## src/hw/rtl/mlqs_pkg.sv

```systemverilog
// ---------------------------------------------------------------------------
// Multilevel quota queue scheduler package
// Shared widths, codes and types of the scheduler's modules.
// ---------------------------------------------------------------------------
package mlqs_pkg;

   localparam int NUM_LEVELS_DEFAULT  = 4;
   localparam int QUEUE_DEPTH_DEFAULT = 16;

   localparam int ID_W     = 8;
   localparam int LEVEL_W  = 2;
   localparam int STATUS_W = 2;
   localparam int QUOTA_W  = 8;

   localparam logic [QUOTA_W-1:0] BASE_QUOTA_RESET = 8'd8;

   localparam logic MODE_ENQUEUE = 1'b0;
   localparam logic MODE_DEQUEUE = 1'b1;

   localparam logic [STATUS_W-1:0] STATUS_ENQUEUED = 2'd0;
   localparam logic [STATUS_W-1:0] STATUS_DEQUEUED = 2'd1;
   localparam logic [STATUS_W-1:0] STATUS_EMPTY    = 2'd2;
   localparam logic [STATUS_W-1:0] STATUS_FULL     = 2'd3;

   // Access strobes from the control path to the task memory.
   typedef struct packed {
      logic wr_en;
      logic rd_en;
   } mem_cmd_type;

endpackage

```

## src/hw/rtl/mlqs_fifo_mem.sv

```systemverilog
// ---------------------------------------------------------------------------
// Task identifier memory
// Single-port synchronous RAM holding every level's FIFO; registered read.
// ---------------------------------------------------------------------------
module mlqs_fifo_mem #(
   parameter int DEPTH  = 64,
   parameter int ADDR_W = 6
) (
   input  logic                      clock,
   input  mlqs_pkg::mem_cmd_type     cmd,
   input  logic [ADDR_W-1:0]         addr,
   input  logic [mlqs_pkg::ID_W-1:0] wr_data,
   output logic [mlqs_pkg::ID_W-1:0] rd_data
);
   import mlqs_pkg::*;

   logic [ID_W-1:0] fifo_mem [DEPTH];
   logic [ID_W-1:0] rd_data_ff;

   always_ff @(posedge clock) begin
      if (cmd.wr_en) begin
         fifo_mem[addr] <= wr_data;
      end
      if (cmd.rd_en) begin
         rd_data_ff <= fifo_mem[addr];
      end
   end

   assign rd_data = rd_data_ff;

endmodule

```

## src/hw/rtl/mlqs_ctrl.sv

```systemverilog
// ---------------------------------------------------------------------------
// Scheduler control
// Per-level pointers, fill counts and quotas, the level scan, the memory
// access and the result register.
// ---------------------------------------------------------------------------
module mlqs_ctrl #(
   parameter int NUM_LEVELS  = 4,
   parameter int QUEUE_DEPTH = 16,
   parameter int ADDR_W      = 6
) (
   input  logic                          clock,
   input  logic                          reset,
   input  logic                          req_valid,
   output logic                          req_ready,
   input  logic                          req_mode,
   input  logic [mlqs_pkg::ID_W-1:0]     req_task_id,
   input  logic [mlqs_pkg::LEVEL_W-1:0]  req_level,
   output logic                          rsp_valid,
   input  logic                          rsp_ready,
   output logic [mlqs_pkg::STATUS_W-1:0] rsp_status,
   output logic [mlqs_pkg::ID_W-1:0]     rsp_served_id,
   output logic [mlqs_pkg::LEVEL_W-1:0]  rsp_served_level,
   input  logic                          csr_valid,
   output logic                          csr_ready,
   input  logic [mlqs_pkg::QUOTA_W-1:0]  csr_wdata,
   output mlqs_pkg::mem_cmd_type         mem_cmd,
   output logic [ADDR_W-1:0]             mem_addr,
   output logic [mlqs_pkg::ID_W-1:0]     mem_wr_data,
   input  logic [mlqs_pkg::ID_W-1:0]     mem_rd_data
);
   import mlqs_pkg::*;

   localparam int LVL_W = $clog2(NUM_LEVELS);
   localparam int PTR_W = $clog2(QUEUE_DEPTH);
   localparam int CNT_W = $clog2(QUEUE_DEPTH + 1);

   logic [QUOTA_W-1:0] base_quota_ff, base_quota_in;
   logic [PTR_W-1:0]   head_ff [NUM_LEVELS];
   logic [PTR_W-1:0]   head_in [NUM_LEVELS];
   logic [PTR_W-1:0]   tail_ff [NUM_LEVELS];
   logic [PTR_W-1:0]   tail_in [NUM_LEVELS];
   logic [CNT_W-1:0]   fill_ff [NUM_LEVELS];
   logic [CNT_W-1:0]   fill_in [NUM_LEVELS];
   logic [QUOTA_W-1:0] quota_ff [NUM_LEVELS];
   logic [QUOTA_W-1:0] quota_in [NUM_LEVELS];

   logic                busy_ff, busy_in;
   logic [LEVEL_W-1:0]  pend_level_ff, pend_level_in;
   logic                rsp_valid_ff, rsp_valid_in;
   logic [STATUS_W-1:0] rsp_status_ff, rsp_status_in;
   logic [ID_W-1:0]     rsp_served_id_ff, rsp_served_id_in;
   logic [LEVEL_W-1:0]  rsp_served_level_ff, rsp_served_level_in;

   logic                  acc, is_deq, lvl_ok, enq_ok, any_ready;
   logic                  need_reload;
   logic [LVL_W-1:0]      in_lvl, scan_start, first, second_start, second, pick;
   logic [NUM_LEVELS-1:0] nonempty, full_mask, zero_quota;

   // Saturating reload value of level k.
   function automatic logic [QUOTA_W-1:0] reload(input logic [QUOTA_W-1:0] base,
                                                 input int k);
      logic [QUOTA_W-1:0] r;
      r = '0;
      if (int'(base) >= k) begin
         r = QUOTA_W'(int'(base) - k);
      end
      return r;
   endfunction

   // First set bit of mask at or after start, wrapping around.
   function automatic logic [LVL_W-1:0] scan(input logic [NUM_LEVELS-1:0] mask,
                                             input logic [LVL_W-1:0] start);
      logic [LVL_W-1:0]      idx_hi, idx_lo;
      logic [NUM_LEVELS-1:0] hi;
      idx_hi = '0;
      idx_lo = '0;
      for (int k = NUM_LEVELS - 1; k >= 0; k--) begin
         hi[k] = mask[k] && (LVL_W'(k) >= start);
         if (hi[k]) begin
            idx_hi = LVL_W'(k);
         end
         if (mask[k]) begin
            idx_lo = LVL_W'(k);
         end
      end
      return (|hi) ? idx_hi : idx_lo;
   endfunction

   always_comb begin
      for (int k = 0; k < NUM_LEVELS; k++) begin
         nonempty[k]   = fill_ff[k] != '0;
         full_mask[k]  = fill_ff[k] == CNT_W'(QUEUE_DEPTH);
         zero_quota[k] = quota_ff[k] == '0;
      end
   end

   assign req_ready = !busy_ff && (!rsp_valid_ff || rsp_ready);
   assign csr_ready = 1'b1;
   assign acc       = req_valid && req_ready;
   assign is_deq    = req_mode == MODE_DEQUEUE;
   assign lvl_ok    = int'(req_level) < NUM_LEVELS;
   assign in_lvl    = LVL_W'(req_level);
   assign enq_ok    = lvl_ok && !full_mask[in_lvl];
   assign any_ready = |nonempty;

   // A level with spent quota is reloaded and passes service on; the second
   // scan wraps back to that same level when no other level holds a task.
   assign scan_start   = lvl_ok ? in_lvl : '0;
   assign first        = scan(nonempty, scan_start);
   assign need_reload  = zero_quota[first];
   assign second_start = (first == LVL_W'(NUM_LEVELS - 1)) ? '0 : first + 1'b1;
   assign second       = scan(nonempty, second_start);
   assign pick         = need_reload ? second : first;

   assign mem_cmd.wr_en = acc && !is_deq && enq_ok;
   assign mem_cmd.rd_en = acc && is_deq && any_ready;
   assign mem_addr      = is_deq
                          ? ADDR_W'(ADDR_W'(pick) * ADDR_W'(QUEUE_DEPTH) + ADDR_W'(head_ff[pick]))
                          : ADDR_W'(ADDR_W'(in_lvl) * ADDR_W'(QUEUE_DEPTH)
                                    + ADDR_W'(tail_ff[in_lvl]));
   assign mem_wr_data   = req_task_id;

   always_comb begin
      logic [QUOTA_W-1:0] q;
      base_quota_in = csr_valid ? csr_wdata : base_quota_ff;
      for (int k = 0; k < NUM_LEVELS; k++) begin
         head_in[k]  = head_ff[k];
         tail_in[k]  = tail_ff[k];
         fill_in[k]  = fill_ff[k];
         quota_in[k] = quota_ff[k];
         q           = quota_ff[k];
         if (mem_cmd.wr_en && in_lvl == LVL_W'(k)) begin
            tail_in[k] = (tail_ff[k] == PTR_W'(QUEUE_DEPTH - 1)) ? '0 : tail_ff[k] + 1'b1;
            fill_in[k] = fill_ff[k] + 1'b1;
         end
         if (mem_cmd.rd_en) begin
            if (need_reload && first == LVL_W'(k)) begin
               q = reload(base_quota_ff, k);
            end
            if (pick == LVL_W'(k)) begin
               if (q != '0) begin
                  q = q - 1'b1;
               end
               head_in[k] = (head_ff[k] == PTR_W'(QUEUE_DEPTH - 1)) ? '0 : head_ff[k] + 1'b1;
               fill_in[k] = fill_ff[k] - 1'b1;
            end
            quota_in[k] = q;
         end
      end
   end

   always_comb begin
      busy_in             = 1'b0;
      pend_level_in       = pend_level_ff;
      rsp_valid_in        = rsp_valid_ff && !rsp_ready;
      rsp_status_in       = rsp_status_ff;
      rsp_served_id_in    = rsp_served_id_ff;
      rsp_served_level_in = rsp_served_level_ff;
      if (busy_ff) begin
         // The popped identifier arrives from the memory in the cycle after the read.
         rsp_valid_in        = 1'b1;
         rsp_status_in       = STATUS_DEQUEUED;
         rsp_served_id_in    = mem_rd_data;
         rsp_served_level_in = pend_level_ff;
      end else if (acc) begin
         rsp_served_id_in    = '0;
         rsp_served_level_in = '0;
         if (!is_deq) begin
            rsp_valid_in  = 1'b1;
            rsp_status_in = enq_ok ? STATUS_ENQUEUED : STATUS_FULL;
         end else if (any_ready) begin
            busy_in       = 1'b1;
            pend_level_in = LEVEL_W'(pick);
         end else begin
            rsp_valid_in  = 1'b1;
            rsp_status_in = STATUS_EMPTY;
         end
      end
   end

   always_ff @(posedge clock) begin
      if (reset) begin
         base_quota_ff <= BASE_QUOTA_RESET;
         busy_ff       <= 1'b0;
         rsp_valid_ff  <= 1'b0;
         for (int k = 0; k < NUM_LEVELS; k++) begin
            head_ff[k]  <= '0;
            tail_ff[k]  <= '0;
            fill_ff[k]  <= '0;
            quota_ff[k] <= reload(BASE_QUOTA_RESET, k);
         end
      end else begin
         base_quota_ff <= base_quota_in;
         busy_ff       <= busy_in;
         rsp_valid_ff  <= rsp_valid_in;
         for (int k = 0; k < NUM_LEVELS; k++) begin
            head_ff[k]  <= head_in[k];
            tail_ff[k]  <= tail_in[k];
            fill_ff[k]  <= fill_in[k];
            quota_ff[k] <= quota_in[k];
         end
      end
   end

   always_ff @(posedge clock) begin
      pend_level_ff       <= pend_level_in;
      rsp_status_ff       <= rsp_status_in;
      rsp_served_id_ff    <= rsp_served_id_in;
      rsp_served_level_ff <= rsp_served_level_in;
   end

   assign rsp_valid        = rsp_valid_ff;
   assign rsp_status       = rsp_status_ff;
   assign rsp_served_id    = rsp_served_id_ff;
   assign rsp_served_level = rsp_served_level_ff;

   a_deq_read: assert property (@(posedge clock) disable iff (reset)
      mem_cmd.rd_en |=> busy_ff && !req_ready)
      else $error("dequeue read did not block the input");

   a_deq_result: assert property (@(posedge clock) disable iff (reset)
      busy_ff |=> rsp_valid_ff && rsp_status_ff == STATUS_DEQUEUED)
      else $error("dequeue result not loaded after the memory read");

   a_enq_result: assert property (@(posedge clock) disable iff (reset)
      (acc && !is_deq) |=> rsp_valid_ff
                           && (rsp_status_ff == STATUS_ENQUEUED || rsp_status_ff == STATUS_FULL))
      else $error("enqueue result missing");

   a_idle_fields: assert property (@(posedge clock) disable iff (reset)
      (rsp_valid_ff && rsp_status_ff != STATUS_DEQUEUED)
         |-> rsp_served_id_ff == '0 && rsp_served_level_ff == '0)
      else $error("non-dequeue result carries a served task");

endmodule

```

## src/hw/rtl/multilevel_quota_queue_scheduler.sv

```systemverilog
// ---------------------------------------------------------------------------
// Multilevel quota queue scheduler
// Per-level task FIFOs with weighted round-robin service by level quotas.
// ---------------------------------------------------------------------------
// Requests enter on the req_ channel: mode 0 appends req_task_id to the FIFO
// of req_level, mode 1 pops the next task, scanning upward from req_level.
// Every request yields one item on the rsp_ channel with a status, the served
// identifier and its level. The csr_ channel writes base_quota; level k may
// be served base_quota - k times in a row before it yields to the next level.
// All FIFOs share one single-port RAM with a registered read. An enqueue's
// result is visible the cycle after acceptance. For a dequeue, the scan and
// the pointer update happen at acceptance, the RAM read register then feeds
// the result register, and the request channel is held off during that read.
// Sustained rate is one enqueue per cycle while the receiver takes every
// result; a new dequeue is not accepted until the last one's read has filled
// the result register. A stalled receiver holds the result register, and
// req_ready stays low until the pending item is taken. Reset empties all
// FIFOs, sets base_quota to 8 and loads each level's quota; it needs no
// clearing pass.
// ---------------------------------------------------------------------------
module multilevel_quota_queue_scheduler #(
   parameter int NUM_LEVELS  = mlqs_pkg::NUM_LEVELS_DEFAULT,
   parameter int QUEUE_DEPTH = mlqs_pkg::QUEUE_DEPTH_DEFAULT
) (
   input  logic                          clock,
   input  logic                          reset,
   input  logic                          req_valid,
   output logic                          req_ready,
   input  logic                          req_mode,
   input  logic [mlqs_pkg::ID_W-1:0]     req_task_id,
   input  logic [mlqs_pkg::LEVEL_W-1:0]  req_level,
   output logic                          rsp_valid,
   input  logic                          rsp_ready,
   output logic [mlqs_pkg::STATUS_W-1:0] rsp_status,
   output logic [mlqs_pkg::ID_W-1:0]     rsp_served_id,
   output logic [mlqs_pkg::LEVEL_W-1:0]  rsp_served_level,
   input  logic                          csr_valid,
   output logic                          csr_ready,
   input  logic [mlqs_pkg::QUOTA_W-1:0]  csr_wdata
);
   import mlqs_pkg::*;

   localparam int MEM_DEPTH = NUM_LEVELS * QUEUE_DEPTH;
   localparam int ADDR_W    = $clog2(MEM_DEPTH);

   mem_cmd_type       mem_cmd;
   logic [ADDR_W-1:0] mem_addr;
   logic [ID_W-1:0]   mem_wr_data;
   logic [ID_W-1:0]   mem_rd_data;

   mlqs_ctrl #(
      .NUM_LEVELS  (NUM_LEVELS),
      .QUEUE_DEPTH (QUEUE_DEPTH),
      .ADDR_W      (ADDR_W)
   ) u_ctrl (
      .clock            (clock),
      .reset            (reset),
      .req_valid        (req_valid),
      .req_ready        (req_ready),
      .req_mode         (req_mode),
      .req_task_id      (req_task_id),
      .req_level        (req_level),
      .rsp_valid        (rsp_valid),
      .rsp_ready        (rsp_ready),
      .rsp_status       (rsp_status),
      .rsp_served_id    (rsp_served_id),
      .rsp_served_level (rsp_served_level),
      .csr_valid        (csr_valid),
      .csr_ready        (csr_ready),
      .csr_wdata        (csr_wdata),
      .mem_cmd          (mem_cmd),
      .mem_addr         (mem_addr),
      .mem_wr_data      (mem_wr_data),
      .mem_rd_data      (mem_rd_data)
   );

   mlqs_fifo_mem #(
      .DEPTH  (MEM_DEPTH),
      .ADDR_W (ADDR_W)
   ) u_fifo_mem (
      .clock   (clock),
      .cmd     (mem_cmd),
      .addr    (mem_addr),
      .wr_data (mem_wr_data),
      .rd_data (mem_rd_data)
   );

endmodule
```

## config.mk

```make
export PLATFORM = sky130hd
export DESIGN_NAME = multilevel_quota_queue_scheduler
export DESIGN_NICKNAME = d
export VERILOG_FILES = /design/src/hw/rtl/mlqs_pkg.sv /design/src/hw/rtl/mlqs_fifo_mem.sv /design/src/hw/rtl/mlqs_ctrl.sv /design/src/hw/rtl/multilevel_quota_queue_scheduler.sv
export SDC_FILE = /design/constraint.sdc
export NUM_CORES = 1
export LEC_CHECK = 0
export ABC_CLOCK_PERIOD_IN_PS = 17200
export BUFFER_PORTS_ARGS = -buffer_cell sky130_fd_sc_hd__buf_4
export CAP_MARGIN = 20
export CELL_PAD_IN_SITES_DETAIL_PLACEMENT = 1
export CELL_PAD_IN_SITES_GLOBAL_PLACEMENT = 2
export CORE_UTILIZATION = 49
export DETAILED_ROUTE_END_ITERATION = 7
export HOLD_SLACK_MARGIN = 0.02
export MAX_ROUTING_LAYER = met4
export PLACE_DENSITY_LB_ADDON = 0.25
export SETUP_SLACK_MARGIN = 0.02
export SLEW_MARGIN = 15
export SYNTH_ARGS = -nofsm -noshare
export SYNTH_HDL_FRONTEND = slang
export SYNTH_SLANG_ARGS = --single-unit
```

## constraint.sdc

```tcl
create_clock -name clock -period 17.2 [get_ports clock]
set_clock_uncertainty 0.1 [all_clocks]
set_input_delay 0.86 -clock clock [delete_from_list [all_inputs] [get_ports clock]]
set_output_delay 0.86 -clock clock [all_outputs]
set_load 0.01 [all_outputs]
```

==> metrics.md <==
| Metric | Value |
|---|---|
| Outcome | `finished clean` |
| Worst-path clk slew | `0.06 ns` |
| Worst flop-to-flop path endpoint | `u_fifo_mem.fifo_mem[36][6]` |
| CTS sink count | `628` |
| Routed wire per std cell | `28.7 µm` |
| WL final | `83400 µm` |
| Synthesized area | `27300 µm²` |
| Mapped Nets | `2146` |
| Core box area | `55100 µm²` |
| Postcts setup bufs | `0` |
| Worst-Margin Slew | `1.16 ns` |
| Flop pwr share | `33.0%` |
| Max_cap viols | `0` |
| Area after DPL | `28300 µm²` |
| Ys Warns | `0` |
| Net load switching power | `2.26 mW` |
| Die H | `238 µm` |
| Post-synthesis to final-layout area growth | `11.6%` |
| Static leakage | `10.2 nW` |
| Die W | `238 µm` |
| Pwr Density | `180 nW/µm²` |
| Yosys reg bits | `628` |
| Worst Path Arrival | `7.86 ns` |
| Crit-path slowest cell | `nor2_1` |
| Rel. slew slack | `22.2%` |
| Worst-path cell chain | `inv_1 -> ha_1 -> nor4b_2 -> a2bb2oi_1 -> o211a_1 -> clkinv_2 -> ha_1 -> o21ai_0 -> a221oi_1 -> o22ai_1 -> inv_1 -> o311a_1 -> a22o_2 -> nor2_1 -> nand2_1 -> nor2_1` |
| Worst reg2reg startpoint | `u_ctrl.fill_ff[2][0]` |
| Final WS setup | `9.51 ns` |
| Final design utilization | `55.4%` |
| DR iter-0 viols | `2274` |
| Ys async rst share | `0%` |
| Cts bufs inserted | `68` |
| First-pass GRT wire length | `124000 µm` |
| TritonCTS clock tree | `yes` |
| Most common cell in the netlist | `edfxtp_1` |
| Critical Path Max Stage Delay | `1.00 ns` |
| Post-synth top cells | `edfxtp_1, nand2_1, nor2_1, dfxtp_1, a21oi_1` |
| Comb pwr share | `41.2%` |
| Biggest area consumer among synthesized cells | `edfxtp_1` |
| Total Power | `5.50 mW` |
| Critical path required time | `17.37 ns` |
| Syn_area_per_cell | `13.1 µm²` |
| Fill count | `5465` |
| Hold_sp | `csr_wdata[3]` |
| Via density | `6.42` |
| Vias in the first global route | `18800` |
| CP Launch Point | `u_ctrl.fill_ff[2][0]` |
| Critical Path Source Type | `flip-flop` |
| Synth top area share | `58.4%` |
| Post-DRT Antenna Nets | `0` |
| Register area share after synthesis | `65.5%` |
| Worst Hold Path Cells | `2` |
| R2r setup slk | `9.51 ns` |
| Clk Latency, worst-skew pair | `0.64 ns` |
| Min Tclk post-route | `7.69 ns` |
| H-tree Lvls | `3` |
| Port bufs | `37` |
| Synth cell types | `88` |
| Nets | `2167` |
| Achievable frequency | `0.130 GHz` |
| # resized after CTS | `0` |
| Internal | `3.25 mW` |
| Area contributors post-synth | `edfxtp_1, dfxtp_1, nand2_1` |
| IO Pins | `39` |
| Post-place setup slack | `9.61 ns` |
| Reg2Reg Depth | `16` |
| Design Area, Final | `30500 µm²` |
| Initial antenna violation count | `2` |
| GR Overflow Total | `0` |
| RSZ-0062 raised after global routing | `false` |
| Cells after Synth | `2081` |
| Min-Delay Path Class | `primary input to flip-flop` |
| Die ar. | `56700 µm²` |
| Initial Util | `49.6%` |
| Pre-antenna DRT Iters | `5` |
| DRC viols | `0` |
| Worst hold endpoint | `u_ctrl.base_quota_ff[3]` |
| Layout cells sized above 1 | `11.8%` |
| N_diodes | `0` |
| CTS hold repair buffers | `0` |
| Final setup violation count | `0` |
| Root Buffer Master | `clkbuf_16` |
| WS Path Type | `flip-flop to flip-flop` |
| Rows | `86` |
| Total number of vias | `18600` |
| Final Hold Violating Endpoints | `0` |
| Critical-path maximum fanout | `33` |
| Placer Congestion | `0.889` |
| Clock power share | `25.8%` |
| Maximum VDD drop | `254 µV` |
| Tcrit/Tclk final | `44.7%` |
| Main flop type after synthesis | `edfxtp_1` |
| Pins Over Slew Limit | `0` |
| Pin count of the biggest net entering global routing | `107` |
| Sw Ratio | `41.0%` |
| Dpl hpwl | `52300 µm` |
| Total track usage | `30.5%` |
| Setup TNS | `0 ns` |
| Kind of end point of the critical path | `flip-flop` |
| Post-synth EDFFs | `532` |
| CTS max path bufs | `3` |
placed cells by master (no fill, tap or decap), types with 10 or more instances in the layout:
master and count:
buf_4 64, xnor2_1 24, a22o_1 10, a221o_1 11, mux2_2 45, a32o_1 13
or3_1 14, ha_1 41, and3_1 13, a21oi_1 95, clkbuf_1 15, nand3_1 64
o2bb2ai_1 13, nor2_1 182, a221oi_1 14, a31oi_1 19, inv_1 20, a222oi_1 15
mux4_2 10, o21ai_0 43, nand2_1 190, o221ai_1 21, dfxtp_1 96, nand4_1 31
nor4_1 11, o211ai_1 19, mux2i_1 68, clkinv_1 16, edfxtp_1 532, nor3_1 26
a22oi_1 90, xor2_1 38, and2_1 19, clkbuf_16 68
worst max-delay path: cells and delay by family, from the launching register on:
| kind | cells | cell delay, ns |
|---|---|---|
| simple gates | 4 | 3.28 |
| compound gates | 7 | 2.59 |
| buf+inv | 3 | 0.53 |
| fa+ha+maj | 2 | 0.47 |
| flops | 1 | 0.34 |
kinds of logic (layout without fill, tap and decap cells):
group / after synthesis / in the layout / synth area share (%)
flops: 628 / 628 / 65.5
other cells: 1 / 1 / 0.0137
xor+xnor: 62 / 62 / 1.99
compound gates: 469 / 469 / 12.7
buf+inv: 141 / 213 / 2.21
mux: 125 / 125 / 5.25
fa+ha+maj: 41 / 41 / 1.88
simple gates: 614 / 614 / 10.5
metrics by stage:
| step | std cells | hold WS, ns |
|---|---|---|
| final | 2901 | 0.368 |
| after global routing | 2901 | 0.355 |
| after CTS | 2899 | 0.340 |
| after detailed placement | 2778 | 0.374 |
| after global placement | 2777 | 0.358 |
| after floorplan | 2081 | 0.341 |
layer usage:
| metal | track usage (%) | share of wire, % | up-vias |
|---|---|---|---|
| li1 | - | - | 8132 |
| met1 | 39.1 | 40 | 9391 |
| met2 | 48.5 | 48 | 907 |
| met3 | 5.08 | 7.6 | 197 |
| met4 | 12.5 | 4.1 | 0 |
| met5 | - | 0 | - |
worst max path at each step:
stage	end	slack, ns
6_report	u_fifo_mem.fifo_mem[36][6]	9.51
5_1_grt	u_fifo_mem.rd_data[4]	9.10
4_1_cts	u_fifo_mem.fifo_mem[36][3]	9.63
3_5_place_dp	u_fifo_mem.fifo_mem[36][0]	9.61
3_3_place_gp	u_fifo_mem.fifo_mem[4][1]	10.02
2_1_floorplan	u_fifo_mem.fifo_mem[52][0]	11.41
sequential cells by signal, indices dropped and copies added (netlist names):
name                     cells
u_ctrl.base_quota_ff         8
u_ctrl.busy_ff               1
u_ctrl.fill_ff              20
u_ctrl.head_ff              16
u_ctrl.pend_level_ff         2
u_ctrl.quota_ff             32
u_ctrl.rsp_served_id         8
u_ctrl.rsp_served_level      2
u_ctrl.rsp_status            2
u_ctrl.rsp_valid             1
u_ctrl.tail_ff              16
u_fifo_mem.fifo_mem        512
u_fifo_mem.rd_data           8
power groups by stage:
stage / Sequential (mW) / Clock (mW) / Combinational, mW
4_1_cts: 1.81 / 1.44 / 2.22
3_3_place_gp: 1.84 / 0 / 2.15
5_1_grt: 1.82 / 1.49 / 2.40
2_1_floorplan: 1.81 / 0 / 1.47
6_report: 1.81 / 1.42 / 2.27
3_5_place_dp: 1.84 / 0 / 2.21
layout make-up:
cell class / instances / area [µm²] / share of cell area, %
Tap cell: 748 / 936 / 3.07
Sequential cell: 628 / 17900 / 58.7
Timing Repair Buffer: 68 / 532 / 1.74
Clock buffer: 85 / 1790 / 5.85
Multi-Input combinational cell: 1312 / 8910 / 29.2
Inverter: 24 / 91.3 / 0.299
Clock inverter: 36 / 355 / 1.16
(Power assumes the default switching activity.)
